==> config.mk <==
export PLATFORM = sky130hd
export DESIGN_NAME = pir_occupancy_tracker_flat
export DESIGN_NICKNAME = d
export VERILOG_FILES = /design/src/rtl/pir_occ_pkg.sv /design/src/rtl/pir_occ_if.sv /design/src/rtl/pir_occupancy_tracker.sv /design/src/flat_wrapper.sv
export SDC_FILE = /design/constraint.sdc
export NUM_CORES = 1
export LEC_CHECK = 0
export BUFFER_PORTS_ARGS = -buffer_cell sky130_fd_sc_hd__buf_4
export CAP_MARGIN = 20
export CORE_MARGIN = 2
export CORE_UTILIZATION = 56
export CTS_CLUSTER_DIAMETER = 40
export DETAILED_ROUTE_END_ITERATION = 8
export GPL_ROUTABILITY_DRIVEN = 0
export GPL_TIMING_DRIVEN = 0
export PLACE_DENSITY = 0.85
export SLEW_MARGIN = 5
export SYNTH_ARGS = -nofsm -noshare
export SYNTH_HDL_FRONTEND = slang
export SYNTH_SLANG_ARGS = --single-unit
==> constraint.sdc <==
create_clock -name clk -period 5.8 [get_ports clk]
set_input_delay 1.16 -clock clk [delete_from_list [all_inputs] [get_ports clk]]
set_output_delay 1.16 -clock clk [all_outputs]
set_load 0.1 [all_outputs]
==> src/rtl/pir_occ_pkg.sv <==
// ----------------------------------------------------------------------------
// pir_occ_pkg
// Shared widths, register indexes, reset values and constants of the
// motion-sensor occupancy tracker.
// ----------------------------------------------------------------------------
package pir_occ_pkg;

  // Field and counter widths
  localparam int unsigned PERIOD_W  = 10;
  localparam int unsigned WARMUP_W  = 20;
  localparam int unsigned DEBNC_W   = 16;
  localparam int unsigned HOLD_W    = 32;
  localparam int unsigned MOTION_W  = 32;
  localparam int unsigned EVENTS_W  = 32;
  localparam int unsigned SECS_W    = 32;
  localparam int unsigned CFG_IDX_W = 3;
  localparam int unsigned CFG_DAT_W = 32;

  // Split of the motion timer into whole seconds and leftover milliseconds
  localparam int unsigned MS_PER_SEC = 1000;
  localparam int unsigned SUBMS_W    = 10;
  localparam int unsigned SEC_W      = 23;

  localparam logic [SUBMS_W-1:0] SUBMS_LAST = SUBMS_W'(MS_PER_SEC - 1);

  // Configuration register indexes
  localparam logic [CFG_IDX_W-1:0] REG_ACTIVE_HIGH = 3'd0;
  localparam logic [CFG_IDX_W-1:0] REG_SAMPLE_MS   = 3'd1;
  localparam logic [CFG_IDX_W-1:0] REG_WARMUP_MS   = 3'd2;
  localparam logic [CFG_IDX_W-1:0] REG_DEBOUNCE_MS = 3'd3;
  localparam logic [CFG_IDX_W-1:0] REG_HOLD_MS     = 3'd4;

  // Register reset values
  localparam logic                RST_ACTIVE_HIGH = 1'b1;
  localparam logic [PERIOD_W-1:0] RST_SAMPLE_MS   = 10'd50;
  localparam logic [WARMUP_W-1:0] RST_WARMUP_MS   = 20'd60000;
  localparam logic [DEBNC_W-1:0]  RST_DEBOUNCE_MS = 16'd2000;
  localparam logic [HOLD_W-1:0]   RST_HOLD_MS     = 32'd300000;

  // Configuration register set
  typedef struct packed {
    logic                active_high;
    logic [PERIOD_W-1:0] sample_period_ms;
    logic [WARMUP_W-1:0] warmup_ms;
    logic [DEBNC_W-1:0]  debounce_ms;
    logic [HOLD_W-1:0]   hold_ms;
  } pir_cfg_t;

endpackage

==> src/rtl/pir_occ_if.sv <==
// ----------------------------------------------------------------------------
// pir_occ_in_if / pir_occ_out_if
// Valid/ready channels of the occupancy tracker: sensor ticks in, status out.
// ----------------------------------------------------------------------------
interface pir_occ_in_if;
  logic valid;
  logic ready;
  logic sensor_level;

  modport source (output valid, output sensor_level, input ready);
  modport sink   (input valid, input sensor_level, output ready);
endinterface

interface pir_occ_out_if;
  logic        valid;
  logic        ready;
  logic        occupied;
  logic        warming_up;
  logic [31:0] seconds_since_motion;
  logic [31:0] motion_events;

  modport source (output valid, output occupied, output warming_up,
                  output seconds_since_motion, output motion_events, input ready);
  modport sink   (input valid, input occupied, input warming_up,
                  input seconds_since_motion, input motion_events, output ready);
endinterface

==> src/rtl/pir_occupancy_tracker.sv <==
// ----------------------------------------------------------------------------
// pir_occupancy_tracker
// Room occupancy from a motion sensor level sampled once per sample period.
// ----------------------------------------------------------------------------
// Each request on in_chan is one millisecond tick. The block takes one tick
// per clock cycle and shows its status on out_chan in the cycle after the tick
// is accepted; an output register keeps the result while the sink stalls, and
// a new tick is still taken in the cycle the held result leaves. All timer,
// sampling, debounce and hold logic sits between the state registers and the
// output register in a single pass. Seconds since motion come from a seconds
// counter kept next to the millisecond timer, so no divider is involved. The
// user writes cfg_ port registers while no tick is in flight; not enforced.
// ----------------------------------------------------------------------------
module pir_occupancy_tracker
  import pir_occ_pkg::*;
(
  input  logic                 clk,
  input  logic                 rst_n,
  pir_occ_in_if.sink           in_chan,
  pir_occ_out_if.source        out_chan,
  input  logic                 cfg_we,
  input  logic [CFG_IDX_W-1:0] cfg_index,
  input  logic [CFG_DAT_W-1:0] cfg_wdata
);

  // Configuration
  pir_cfg_t cfg_r;

  // Tracker state
  logic [WARMUP_W-1:0] ms_reset_r,  ms_reset_nxt;
  logic [PERIOD_W-1:0] ms_sample_r, ms_sample_nxt;
  logic                prev_level_r, prev_level_nxt;
  logic                seen_r,       seen_nxt;
  logic [MOTION_W-1:0] ms_motion_r, ms_motion_nxt;
  logic [SUBMS_W-1:0]  sub_ms_r,    sub_ms_nxt;
  logic [SEC_W-1:0]    secs_r,      secs_nxt;
  logic [EVENTS_W-1:0] events_r,    events_nxt;

  // Output register
  logic                out_valid_r;
  logic                occupied_r;
  logic                warming_r;
  logic [SECS_W-1:0]   seconds_r, seconds_nxt;

  // Intermediate terms
  logic [WARMUP_W-1:0] reset_inc;
  logic [PERIOD_W-1:0] sample_inc;
  logic [MOTION_W-1:0] motion_inc;
  logic [SUBMS_W-1:0]  sub_inc;
  logic [SEC_W-1:0]    secs_inc;
  logic                motion_sat;
  logic                warming;
  logic                do_sample;
  logic                active;
  logic                take_sample;
  logic                hit;
  logic                new_event;
  logic                occupied_nxt;
  logic                in_accept;

  assign in_chan.ready = !out_valid_r || out_chan.ready;
  assign in_accept     = in_chan.valid && in_chan.ready;

  // Write configuration registers; unknown indexes are dropped
  always_ff @(posedge clk) begin
    if (!rst_n) begin
      cfg_r.active_high      <= RST_ACTIVE_HIGH;
      cfg_r.sample_period_ms <= RST_SAMPLE_MS;
      cfg_r.warmup_ms        <= RST_WARMUP_MS;
      cfg_r.debounce_ms      <= RST_DEBOUNCE_MS;
      cfg_r.hold_ms          <= RST_HOLD_MS;
    end else if (cfg_we) begin
      case (cfg_index)
        REG_ACTIVE_HIGH: cfg_r.active_high      <= cfg_wdata[0];
        REG_SAMPLE_MS:   cfg_r.sample_period_ms <= cfg_wdata[PERIOD_W-1:0];
        REG_WARMUP_MS:   cfg_r.warmup_ms        <= cfg_wdata[WARMUP_W-1:0];
        REG_DEBOUNCE_MS: cfg_r.debounce_ms      <= cfg_wdata[DEBNC_W-1:0];
        REG_HOLD_MS:     cfg_r.hold_ms          <= cfg_wdata[HOLD_W-1:0];
        default: ;
      endcase
    end
  end

  // Advance timers, sample the sensor and form the status of this tick
  always_comb begin
    reset_inc  = (&ms_reset_r)  ? ms_reset_r  : ms_reset_r + 1'b1;
    sample_inc = (&ms_sample_r) ? ms_sample_r : ms_sample_r + 1'b1;
    motion_sat = &ms_motion_r;
    motion_inc = motion_sat ? ms_motion_r : ms_motion_r + 1'b1;

    // Seconds counter follows the millisecond timer, including saturation
    sub_inc  = sub_ms_r;
    secs_inc = secs_r;
    if (!motion_sat) begin
      if (sub_ms_r == SUBMS_LAST) begin
        sub_inc  = '0;
        secs_inc = secs_r + 1'b1;
      end else begin
        sub_inc = sub_ms_r + 1'b1;
      end
    end

    warming     = reset_inc < cfg_r.warmup_ms;
    do_sample   = sample_inc >= cfg_r.sample_period_ms;
    active      = in_chan.sensor_level == cfg_r.active_high;
    take_sample = do_sample && !warming;
    hit         = take_sample && active;
    new_event   = hit && !prev_level_r &&
                  (motion_inc > {{(MOTION_W-DEBNC_W){1'b0}}, cfg_r.debounce_ms});

    ms_reset_nxt   = reset_inc;
    ms_sample_nxt  = do_sample ? '0 : sample_inc;
    prev_level_nxt = take_sample ? active : prev_level_r;
    seen_nxt       = seen_r || hit;
    ms_motion_nxt  = hit ? '0 : motion_inc;
    sub_ms_nxt     = hit ? '0 : sub_inc;
    secs_nxt       = hit ? '0 : secs_inc;
    events_nxt     = events_r + {{(EVENTS_W-1){1'b0}}, new_event};

    occupied_nxt = seen_nxt && (ms_motion_nxt < cfg_r.hold_ms);
    seconds_nxt  = seen_nxt ? {{(SECS_W-SEC_W){1'b0}}, secs_nxt} : '1;
  end

  // Hold tracker state; advance on each accepted tick
  always_ff @(posedge clk) begin
    if (!rst_n) begin
      ms_reset_r   <= '0;
      ms_sample_r  <= '0;
      prev_level_r <= 1'b0;
      seen_r       <= 1'b0;
      ms_motion_r  <= '0;
      sub_ms_r     <= '0;
      secs_r       <= '0;
      events_r     <= '0;
    end else if (in_accept) begin
      ms_reset_r   <= ms_reset_nxt;
      ms_sample_r  <= ms_sample_nxt;
      prev_level_r <= prev_level_nxt;
      seen_r       <= seen_nxt;
      ms_motion_r  <= ms_motion_nxt;
      sub_ms_r     <= sub_ms_nxt;
      secs_r       <= secs_nxt;
      events_r     <= events_nxt;
    end
  end

  // Output valid: set on a new result, drop once taken
  always_ff @(posedge clk) begin
    if (!rst_n) begin
      out_valid_r <= 1'b0;
    end else if (in_accept) begin
      out_valid_r <= 1'b1;
    end else if (out_chan.ready) begin
      out_valid_r <= 1'b0;
    end
  end

  // Output payload
  always_ff @(posedge clk) begin
    if (in_accept) begin
      occupied_r <= occupied_nxt;
      warming_r  <= warming;
      seconds_r  <= seconds_nxt;
    end
  end

  assign out_chan.valid                = out_valid_r;
  assign out_chan.occupied             = occupied_r;
  assign out_chan.warming_up           = warming_r;
  assign out_chan.seconds_since_motion = seconds_r;
  assign out_chan.motion_events        = events_r;

endmodule

==> src/flat_wrapper.sv <==
// flat-port wrapper written by rule: the top's interface ports become plain ports
module pir_occupancy_tracker_flat import pir_occ_pkg::*;
  (clk, rst_n, cfg_we, cfg_index, cfg_wdata, in_chan_valid, in_chan_sensor_level, in_chan_ready, out_chan_valid, out_chan_occupied, out_chan_warming_up, out_chan_seconds_since_motion, out_chan_motion_events, out_chan_ready);
  pir_occ_in_if in_chan_i ();
  pir_occ_out_if out_chan_i ();
  input  logic clk;
  input  logic rst_n;
  input  logic cfg_we;
  input  logic [CFG_IDX_W-1:0] cfg_index;
  input  logic [CFG_DAT_W-1:0] cfg_wdata;
  input wire logic [$bits(in_chan_i.valid)-1:0] in_chan_valid;
  input wire logic [$bits(in_chan_i.sensor_level)-1:0] in_chan_sensor_level;
  output wire logic [$bits(in_chan_i.ready)-1:0] in_chan_ready;
  output wire logic [$bits(out_chan_i.valid)-1:0] out_chan_valid;
  output wire logic [$bits(out_chan_i.occupied)-1:0] out_chan_occupied;
  output wire logic [$bits(out_chan_i.warming_up)-1:0] out_chan_warming_up;
  output wire logic [$bits(out_chan_i.seconds_since_motion)-1:0] out_chan_seconds_since_motion;
  output wire logic [$bits(out_chan_i.motion_events)-1:0] out_chan_motion_events;
  input wire logic [$bits(out_chan_i.ready)-1:0] out_chan_ready;
  assign in_chan_i.valid = in_chan_valid;
  assign in_chan_i.sensor_level = in_chan_sensor_level;
  assign in_chan_ready = in_chan_i.ready;
  assign out_chan_valid = out_chan_i.valid;
  assign out_chan_occupied = out_chan_i.occupied;
  assign out_chan_warming_up = out_chan_i.warming_up;
  assign out_chan_seconds_since_motion = out_chan_i.seconds_since_motion;
  assign out_chan_motion_events = out_chan_i.motion_events;
  assign out_chan_i.ready = out_chan_ready;
  pir_occupancy_tracker u_core (.clk(clk), .rst_n(rst_n), .in_chan(in_chan_i), .out_chan(out_chan_i), .cfg_we(cfg_we), .cfg_index(cfg_index), .cfg_wdata(cfg_wdata));
endmodule
[Word level (Yosys, flattened, before mapping)]
Cells that the tools add are included.
Storage, ports and cells
  bits in registers: 243
  output and inout bits: 68
Operators by class
  reduce and logical (&&, ||, !) cells: 23
  eq/ne operators: 7
  magnitude comparators: 4
  add/subtract/negate cells: 6
  mux-type cells: 14
Operator list (number)
  2-to-1 mux 32 bit: 3
  2-to-1 mux 23 bit: 3
  2-to-1 mux 10 bit: 5
  adder 32 x 1 -> 32 bit: 1
  adder 32 x 1 -> 32 bit (second input constant): 1
  greater-than comparator 32 x 16 -> 1 bit: 1
  < comparator 32 bit: 1
  AND reduction 32 bit: 1
  adder 23 x 1 -> 23 bit (second input constant): 1
  adder 10 x 1 -> 10 bit (second input constant): 2
  adder 20 x 1 -> 20 bit (second input constant): 1
  < comparator 20 bit: 1
  2-to-1 mux 20 bit: 1
  AND reduction 20 bit: 1
  AND reduction 2 bit: 7
  equality test 10 bit (second input constant): 1
  >= comparator 10 bit: 1
  AND reduction 10 bit: 1
  equality test 3 x 2 -> 1 bit (second input constant): 2
  logical AND 1 bit: 6
  equality test 3 x 1 -> 1 bit (second input constant): 1
  equality test 3 bit (second input constant): 1
  zero test 1 bit: 3
  zero test 3 bit: 1
  5 further kinds: 7

[Depth between registers and ports, before layout]
Gate-level depths: netlist of the first run.
  depth in word-level cells: 9
  depth in mapped cells: 28
  gate-level depth less buffers: 25

[Least setup slack after synthesis of the first run]
OpenSTA, ideal clock, no wires.
  path type: register to register
  start point: reg u_core.ms_reset_r[0]
  end point: reg u_core.occupied_r, in the netlist u_core.out_chan.occupied (data pin)
  setup slack: 0.652 ns
  required time: 5.620 ns
  cell stages (with the launch flop): 28
  arrival time: 4.968 ns
  cell sequence: dfxtp_1 ha_1 and3_1 a21boi_0 nand2_1 nor2_1 nand3_1 nor2_1 xor2_1 ha_1 nand4_1 nor4_1 o221ai_1 a221oi_2 o21ai_1 nor2_1 buf_2 buf_2 nor2_1 ha_1 a21o_1 a21oi_1 nor2b_1 o21ai_0 a21oi_1 a211oi_1 o31ai_1 a221oi_1
Between the ends
  longest elaborated chain between the ends: 9
  elaborated cells on any way between the ends: 11
  classes of those cells: add/sub: 1; order compare: 2; mux: 2; reduce/logical: 6
Ends and longest elaborated chain
  start, declared: line pir_occupancy_tracker.sv:30  | logic [WARMUP_W-1:0] ms_reset_r, ms_reset_nxt;
  start signal, assigned: line pir_occupancy_tracker.sv:136  | ms_reset_r <= ms_reset_nxt;
  adder 20 x 1 -> 20 bit / AND reduction 20 bit (equally long branches): line pir_occupancy_tracker.sv:86  | reset_inc = (&ms_reset_r) ? ms_reset_r : ms_reset_r + 1'b1;
  2-to-1 mux 20 bit (*): line pir_occupancy_tracker.sv:86
  via u_core.ms_reset_nxt[14]: line pir_occupancy_tracker.sv:30
  < comparator 20 bit (*): line pir_occupancy_tracker.sv:103  | warming = reset_inc < cfg_r.warmup_ms;
  zero test 1 bit (*): line pir_occupancy_tracker.sv:106  | take_sample = do_sample && !warming;
  logical AND 1 bit (*): line pir_occupancy_tracker.sv:106
  logical AND 1 bit (*): line pir_occupancy_tracker.sv:107  | hit = take_sample && active;
  2-to-1 mux 32 bit (*): line pir_occupancy_tracker.sv:115  | ms_motion_nxt = hit ? '0 : motion_inc;
  via u_core.ms_motion_nxt[17]: line pir_occupancy_tracker.sv:34  | logic [MOTION_W-1:0] ms_motion_r, ms_motion_nxt;
  < comparator 32 bit (*): line pir_occupancy_tracker.sv:120  | occupied_nxt = seen_nxt && (ms_motion_nxt < cfg_r.hold_ms);
  logical AND 1 bit (*): line pir_occupancy_tracker.sv:120
  via u_core.occupied_nxt: line pir_occupancy_tracker.sv:58  | logic occupied_nxt;
  end signal, assigned: line pir_occupancy_tracker.sv:161  | occupied_r <= occupied_nxt;
  end, declared: line pir_occupancy_tracker.sv:41  | logic occupied_r;
Mark *: on every way through the listed nets, which the timed path passes. The rest lies on a longest branch.
A chain may end at the register's enable or synchronous reset.

[Worst setup path in the final report of the first run]
  start point: reg u_core.ms_motion_r[8]
  end point: reg u_core.events_r[29], in the netlist u_core.out_chan.motion_events[29]
Between the ends
  longest elaborated chain between the ends: 5
  elaborated cells on any way between the ends: 6
  classes of those cells: add/sub: 2; order compare: 1; mux: 1; reduce/logical: 2
Ends and longest elaborated chain
  start, declared: line pir_occupancy_tracker.sv:34
  start signal, assigned: line pir_occupancy_tracker.sv:140  | ms_motion_r <= ms_motion_nxt;
  adder 32 x 1 -> 32 bit / AND reduction 32 bit (equally long branches): line pir_occupancy_tracker.sv:89, pir_occupancy_tracker.sv:88
  2-to-1 mux 32 bit (*): line pir_occupancy_tracker.sv:89  | motion_inc = motion_sat ? ms_motion_r : ms_motion_r + 1'b1;
  greater-than comparator 32 x 16 -> 1 bit (*): line pir_occupancy_tracker.sv:109  | (motion_inc > {{(MOTION_W-DEBNC_W){1'b0}}, cfg_r.debounce_ms});
  logical AND 1 bit (*): line pir_occupancy_tracker.sv:108  | new_event = hit && !prev_level_r &&
  adder 32 x 1 -> 32 bit (*): line pir_occupancy_tracker.sv:118  | events_nxt = events_r + {{(EVENTS_W-1){1'b0}}, new_event};
  end signal, assigned: line pir_occupancy_tracker.sv:143  | events_r <= events_nxt;
  end, declared: line pir_occupancy_tracker.sv:37  | logic [EVENTS_W-1:0] events_r, events_nxt;
Mark *: on every way between the ends. The rest lies on a longest branch, timed or not.

==> results by group, run 1 <==
Yosys
  – Largest family of logic cells by synthesized area: simple AND/OR/NAND/NOR gates
  – Post-Syn Nets: 1793
  – Post-Synth Simple-Gate Area: 24.8%
  – Synth area leaders: dfxtp_1, ha_1, nand2_1, a21oi_1, edfxtp_1
  – Mux contribution to synthesized area: 0.483%
  – Main synth FF type: dfxtp_1
  – Syn Area/Cell: 7.92 um2
  – Cells after synthesis: 1669
  – Yosys warnings: 0
  – Share of the synthesized area in the top cell type: 31.7%
  – Post-synth EDFFs: 26
  – Async SR Flop Fraction: 0%
  – Post-synth top area cell: dfxtp_1
  – Distinct cells, synth: 69
  – Post-Synth Adder-Cell Area: 7.86%
  – Sequential fraction of the synthesis area: 37.6%
  – Synth Register Bits: 235
  – Complex-gate fraction of the synthesized area: 16.1%
  – Mapped Area: 0.0132 mm2
  – XOR/XNOR share of the synthesized area: 7.29%

Global route
  – Vias in the first global route: 12207
  – Global route hottest layer: met2
  – Largest net degree at the start of global routing: 36
  – GRT met1 Usage: 37.4%
  – Global-route usage over all layers: 30.2%
  – Routing usage on met2: 51.0%
  – M3 GR Usage: 4.27%
  – Grt total ovfl: 0
  – Antenna violations before repair: 0
  – First-pass GRT wire length: 60.1 mm

Critical path
  – Register-to-register setup slack: 0.12 ns
  – Crit-path max FO: 10
  – Worst Path Required: 6.23 ns
  – CP startpoint kind: flip-flop
  – Reg-to-Reg End: u_core.out_chan.motion_events[29]
  – RR Startpoint: u_core.ms_motion_r[8]
  – Setup CP Type: flip-flop to flip-flop
  – Element type at the critical path end: flip-flop
  – Register-to-Register Path Depth: 21
  – CP Data Arrival Time: 6.10 ns

STA
  – Setup TNS: 0 ns
  – # setup viols final: 0
  – Final hold violations: 0
  – Clock Skew: 0.0261 ns
  – Minimum clock period: 5.68 ns
  – Relative slew margins: 32.9%
  – Final period util: 97.9%
  – Slew Limit Fails: 0
  – Max Freq: 176 MHz
  – Actual slew at the worst max-slew pin: 1.00 ns
  – Final WS setup: 0.122 ns

Die
  – Die width: 158 um
  – Die ar.: 0.0248 mm2
  – IO Count: 109
  – FP Rows: 56
  – Initial core utilization: 56.6%
  – Core area: 0.0233 mm2
  – Chip height: 158 um

Clocking
  – Clk sinks: 235
  – Worst-path clk slew: 0.05 ns
  – CTS Root Cell: clkbuf_16
  – Clock Latency Late Sink: 0.53 ns
  – H-tree levels: 2
  – CTS Buffer Depth: 3
  – TritonCTS clock tree: yes
  – Clock buffer count from CTS: 34

Detailed routing
  – Via count: 13141
  – Post-route DRC: 0
  – DRT Wirelength: 39.0 mm
  – Wire length per cell: 18.0 um
  – Vias per Instance: 6.06
  – First drt pass iteration count: 6
  – DR iter-0 viols: 1549
  – Post-route ant nets: 0

Power
  – Clk pwr share: 52.5%
  – Pwr dens: 254 mW/mm2
  – Sw Ratio: 24.2%
  – Sequential share of power: 41.6%
  – Sw Pwr: 0.974 mW
  – Peak supply drop: 0.000225 V
  – P_int: 3.06 mW
  – Comb power frac: 5.8%
  – Cell leakage power: 6.19 nW

Placement
  – HPWL after DPL: 27.7 mm
  – # placed instances: 2095
  – Input/output buffers: 107
  – Post-Place Setup Slack: -0.733 ns

Worst hold path
  – Hold Crit Endpoint: u_core.cfg_r[27]
  – Worst Hold Class: flip-flop to flip-flop
  – Hold path depth: 2
  – Min-delay src: u_core.cfg_r[27]

Layout
  – Share of cells above drive strength 1: 13.9%
  – Layout area overhead: 20.2%
  – Storage element area: 0.00497 mm2
  – Final nets: 1948
  – Multi-input logic area: 0.00762 mm2
  – Layout fillers: 1833
  – N_diodes: 0
  – Post-Layout Cell Count: 2169

Run status
  – Status: finished, final reports clean

Run
  – Max-cap viol count: 0
==> worst max path at each step <==
| stage | endpoint | slack, ns | depth (start not counted) | startpoint |
|---|---|---|---|---|
| after global placement | u_core.out_chan.motion_events[31] | -0.64 | 25 | u_core.ms_reset_r[0] |
| after CTS | u_core.out_chan.motion_events[31] | 0.002 | 24 | u_core.ms_motion_r[18] |
| after floorplan | u_core.out_chan.occupied | 0.65 | 27 | u_core.ms_reset_r[0] |
| after detailed placement | u_core.out_chan.motion_events[29] | -0.73 | 24 | u_core.ms_reset_r[0] |
| after global routing | u_core.out_chan.motion_events[26] | -0.08 | 25 | u_core.ms_motion_r[25] |
| final | u_core.out_chan.motion_events[29] | 0.12 | 21 | u_core.ms_motion_r[8] |
==> placed cells by master, fill, tap and decap left out, types with 20 or more instances in the layout <==
cell	n
and3_1	36
nor2_1	130
dfxtp_1	204
edfxtp_1	26
or3_1	26
clkbuf_16	34
buf_4	136
ha_1	82
nand3_1	62
nor3_1	24
and2_1	20
a21oi_1	172
nand2_1	262
inv_1	99
clkbuf_1	65
nand4_1	41
xnor2_1	54
o21ai_0	60
xor2_1	55
o211ai_1	30
==> synthesized netlist by cell type, drive strengths merged, types with 5 or more instances <==
library cell	count
xor2	55
o31a	7
nor3	28
and4	6
edfxtp	26
a211oi	8
o21a	6
nor3b	10
inv	99
o211ai	30
a31oi	9
or3	26
o21ai	61
nand3	64
buf	25
or4	10
a21oi	176
nand3b	9
o31ai	9
clkbuf	71
nand2	263
xnor2	55
a21o	9
o22ai	6
dfxtp	209
a32o	8
nor4	12
nor2	135
nor2b	8
nand4	41
and3	36
and2	21
or2	5
ha	83
==> logic make-up (layout without fill, tap and decap cells) <==
logic type | Yosys count | in the layout
compound gates | 354 | 354
xor+xnor | 110 | 110
fa+ha+maj | 83 | 83
buf+inv | 196 | 377
flops | 235 | 235
mux | 6 | 6
simple gates | 685 | 685
==> metrics by stage <==
stage / utilization (%) / hold slack [ns] / instance area [um2] / power (mW)
CTS: 67.2 / 0.453 / 15700 / 4.02
global placement: 61.8 / 0.443 / 14400 / 1.93
floorplan: - / 0.432 / 13200 / 1.84
finish: 68.1 / 0.455 / 15900 / 4.03
detailed placement: 61.8 / 0.446 / 14400 / 1.93
global route: 68.1 / 0.470 / 15900 / 4.12
==> flip-flops by register name, indices dropped and copies added, names as in the netlist <==
| signal | cells |
|---|---|
| u_core.out_chan.warming_up | 1 |
| u_core.out_chan.valid | 1 |
| u_core.out_chan.seconds_since_motion | 24 |
| u_core.out_chan.motion_events | 32 |
| u_core.out_chan.occupied | 1 |
| u_core.cfg_r | 79 |
| u_core.prev_level_r | 1 |
| u_core.ms_motion_r | 32 |
| u_core.sub_ms_r | 10 |
| u_core.secs_r | 23 |
| u_core.ms_reset_r | 20 |
| u_core.seen_r | 1 |
| u_core.ms_sample_r | 10 |
==> worst max-delay path: stages (launching register included) <==
cell,delay (ns)
dfxtp_1,0.44
nand4_1,0.26
buf_4,0.23
nor4_1,0.62
a31oi_1,0.26
and3_1,0.25
xnor2_1,0.21
inv_1,0.12
ha_1,0.29
nand4_1,0.09
or3_1,0.42
o221ai_1,0.22
o21ai_0,0.22
o2111ai_1,0.15
nor4_2,0.10
nor3_2,0.21
ha_1,0.22
and4_4,0.28
and4_2,0.30
nand2_2,0.14
or3_1,0.36
a21oi_1,0.16
==> routing by layer <==
| metal | wire length (um) | part of all wire (%) |
|---|---|---|
| met1 | 15000 | 38 |
| met5 | 0 | 0 |
| met2 | 18500 | 47 |
| met4 | 2120 | 5.4 |
| met3 | 3450 | 8.8 |
==> layout make-up <==
type,count,share of cell area (%)
repair buffers,127,6.00
flip-flops and latches,235,31.3
clock buffers,42,5.79
clock inverters,20,1.54
inverters,100,2.36
plain buffers,88,2.59
multi-input cells,1238,47.9
well taps,319,2.51
==> power by group through the flow <==
stage,Combinational (mW),Sequential [mW],Clock [mW]
floorplan,0.123,1.71,0
global placement,0.217,1.71,0
detailed placement,0.222,1.71,0
CTS,0.225,1.68,2.12
global route,0.252,1.68,2.19
finish,0.235,1.68,2.12
==> timing repair <==
action / in CTS / in global routing
endpoints found under the hold margin: 0 / 0
gates cloned: 0 / 0
setup buffers: 4 / 16
hold buffers: 0 / 0
pin swaps: 1 / 16
gates resized for setup: 16 / 39
setup endpoints to repair: 30 / 23
Power figures use the tool's default switching activity.
==> inputs of run 2 (changes only) <==
- clock period: 5.8 -> 7.1 ns (I/O delays scaled with it)
==> run 2 against run 1 <==
- register-to-register slack better by 0.39 ns
- design area is 1.9% lower
- sequential cell count stayed put
- via count is 1.2% lower
- sequential power is 18% lower
- first-iteration DRC count is 11% lower
- combinational power is 20% lower
- clock power is 18% lower
- critical path depth is 2 higher
- sequential share of layout area is 0.57 points higher
- die area stayed put
- critical endpoint unchanged
- largest cell class unchanged
==> results by group, run 2 (synthesis results as in run 1) <==
STA
  – Setup TNS: 0 ns (unchanged)
  – Relative slew margins: 28.5% (-4.4 points)
  – Unrepaired setup endpoints after global routing: no
  – Final hold violations: 0 (unchanged)
  – Slew Limit Fails: 0 (unchanged)
  – Hold slack: 0.453 ns (-0.00123 ns)
  – Actual slew at the worst max-slew pin: 1.07 ns (+0.0654 ns)
  – Minimum clock period: 6.59 ns (+0.912 ns)
  – Max Freq: 152 MHz (-14%)
  – Clock Skew: 0.0266 ns (+0.000484 ns)
  – Final period util: 92.8% (-5.1 points)
  – # setup viols final: 0 (unchanged)

Power
  – Pwr dens: 211 mW/mm2 (-17%)
  – Total power draw: 3.28 mW (-19%)
  – Cell leakage power: 6.05 nW (-2.3%)
  – Peak supply drop: 0.000185 V (-18%)

Detailed routing
  – Wire length per cell: 17.6 um (-2.0%)
  – First drt pass iteration count: 6 (unchanged)
  – DR iter-0 viols: 1375 (-11%)
  – DRT Wirelength: 38.0 mm (-2.6%)
  – Via count: 12982 (-1.2%)
  – Post-route DRC: 0 (unchanged)
  – Post-route ant nets: 0 (unchanged)
  – Vias per Instance: 6.02 (-0.66%)

Clocking
  – Clock buffer count from CTS: 34 (unchanged)
  – Clock Latency Late Sink: 0.52 ns (about the same)
  – Clk sinks: 235 (unchanged)
  – Worst-path clk slew: 0.05 ns (about the same)
  – H-tree levels: 2 (unchanged)
  – Setup repair bufs after CTS: 0 (-4)
  – CTS Buffer Depth: 3 (unchanged)
  – TritonCTS clock tree: yes
  – CTS Root Cell: clkbuf_16

Critical path
  – CP Data Arrival Time: 7.01 ns (+0.91 ns)
  – CP startpoint kind: flip-flop
  – Element type at the critical path end: flip-flop
  – Worst Path Required: 7.52 ns (+1.29 ns)
  – Register-to-Register Path Depth: 23 (+9.5%)
  – Setup CP Type: flip-flop to flip-flop
  – Crit-path max FO: 10 (unchanged)

Layout
  – Layout area overhead: 18.0%
  – Share of cells above drive strength 1: 11.3% (-2.6 points)
  – Most common cell after layout, fill and taps aside: nand2_1
  – Final nets: 1936 (-0.62%)
  – N_diodes: 0 (unchanged)
  – Most frequent cells in the layout: nand2_1, dfxtp_1, a21oi_1
  – Top reg by flops: u_core.cfg_r
  – Max FFs per register: 79 (unchanged)

Die
  – Chip height: 158 um (unchanged)
  – Core area: 0.0233 mm2 (unchanged)
  – Die width: 158 um (unchanged)
  – IO Count: 109 (unchanged)
  – Initial core utilization: 56.6% (unchanged)
  – Die ar.: 0.0248 mm2 (unchanged)
  – FP Rows: 56 (unchanged)

Placement
  – HPWL after DPL: 27.7 mm (unchanged)
  – Input/output buffers: 107 (unchanged)

Global route
  – Grt total ovfl: 0 (unchanged)
  – Antenna violations before repair: 0 (unchanged)
  – Vias in the first global route: 12167 (-0.33%)
  – First-pass GRT wire length: 60.0 mm (-0.17%)
  – Global-route usage over all layers: 30.1% (-0.040 points)
  – Largest net degree at the start of global routing: 36 (unchanged)

Run status
  – Status: finished, final reports clean

Worst hold path
  – Worst Hold Class: flip-flop to flip-flop
  – Hold path depth: 2 (unchanged)

Run
  – Max-cap viol count: 0 (unchanged)
[run 2: changes by cell type in the layout (fill, tap and decap cells not counted), moves of 4 or more]
cell and change:
buf_2 +5, buf_4 -20, buf_6 -4, clkbuf_1 +8, dfxtp_1 +5, dfxtp_2 -5
nor2_1 +5
[run 2: metal layers]
layer,global-route usage (%),share of wire [%]
met5,0,0
met4,15.5,5.1
met3,4.68,8.8
met2,50.8,47
met1,37.4,39
[run 2: worst paths after layout]
check | start | endpoint | slack, ns
worst max-delay path | u_core.ms_reset_r[0] | u_core.out_chan.motion_events[29] | 0.51
worst min-delay path | u_core.cfg_r[67] | u_core.cfg_r[67] | 0.45
worst max register to register | u_core.ms_reset_r[0] | u_core.out_chan.motion_events[29] | 0.51
worst min register to register | u_core.cfg_r[67] | u_core.cfg_r[67] | 0.45
[run 2: worst max-delay path, cell delays in order (launching register included)]
cell and delay (ns):
dfxtp_1 0.38, ha_1 0.31, and3_1 0.24, a21oi_1 0.30, nand2_1 0.15, nor3_1 0.45
and3_1 0.24, xor2_1 0.07, ha_1 0.31, nand4_1 0.19, nor4_1 0.33, o221ai_1 0.19
a221oi_2 0.48, o21a_4 0.29, nand2_1 0.11, clkbuf_1 0.35, nor3_2 0.33, ha_1 0.21
and4_1 0.18, clkbuf_1 0.29, and4_1 0.33, nand2_1 0.22, or3_1 0.37, a21oi_1 0.16
[run 2: layout make-up]
cell class                 count  area, um2
sequential                   235       4960
fill                        1871       7740
timing repair buffer         107        803
inverter                     100        375
clock buffer                  42        921
clock inverter                20        244
buffer                        96        410
tap                          319        399
multi-input combinational   1238       7470
[run 2: timing repair]
item	in CTS	in global routing
hold endpoints to repair	0	0
hold buffers	0	0
gates resized for setup	0	2
setup endpoints to repair	0	12
[run 2: report_power, final]
group,switching [mW],leakage (nW),internal (mW)
registers,0.0115,1.86,1.36
clock network,0.644,0.561,1.08
logic,0.133,3.63,0.0555
[run 2: stage by stage]
step           cell area (um2)  utilization [%]  cells  setup WS, ns
2_1_floorplan            13200                -   1669          1.95
3_3_place_gp             14400             61.8   2095         0.657
3_5_place_dp             14400             61.8   2095         0.567
4_1_cts                  15600             66.8   2157         0.523
5_1_grt                  15600             66.8   2157        0.0192
6_report                 15600             66.8   2157         0.510
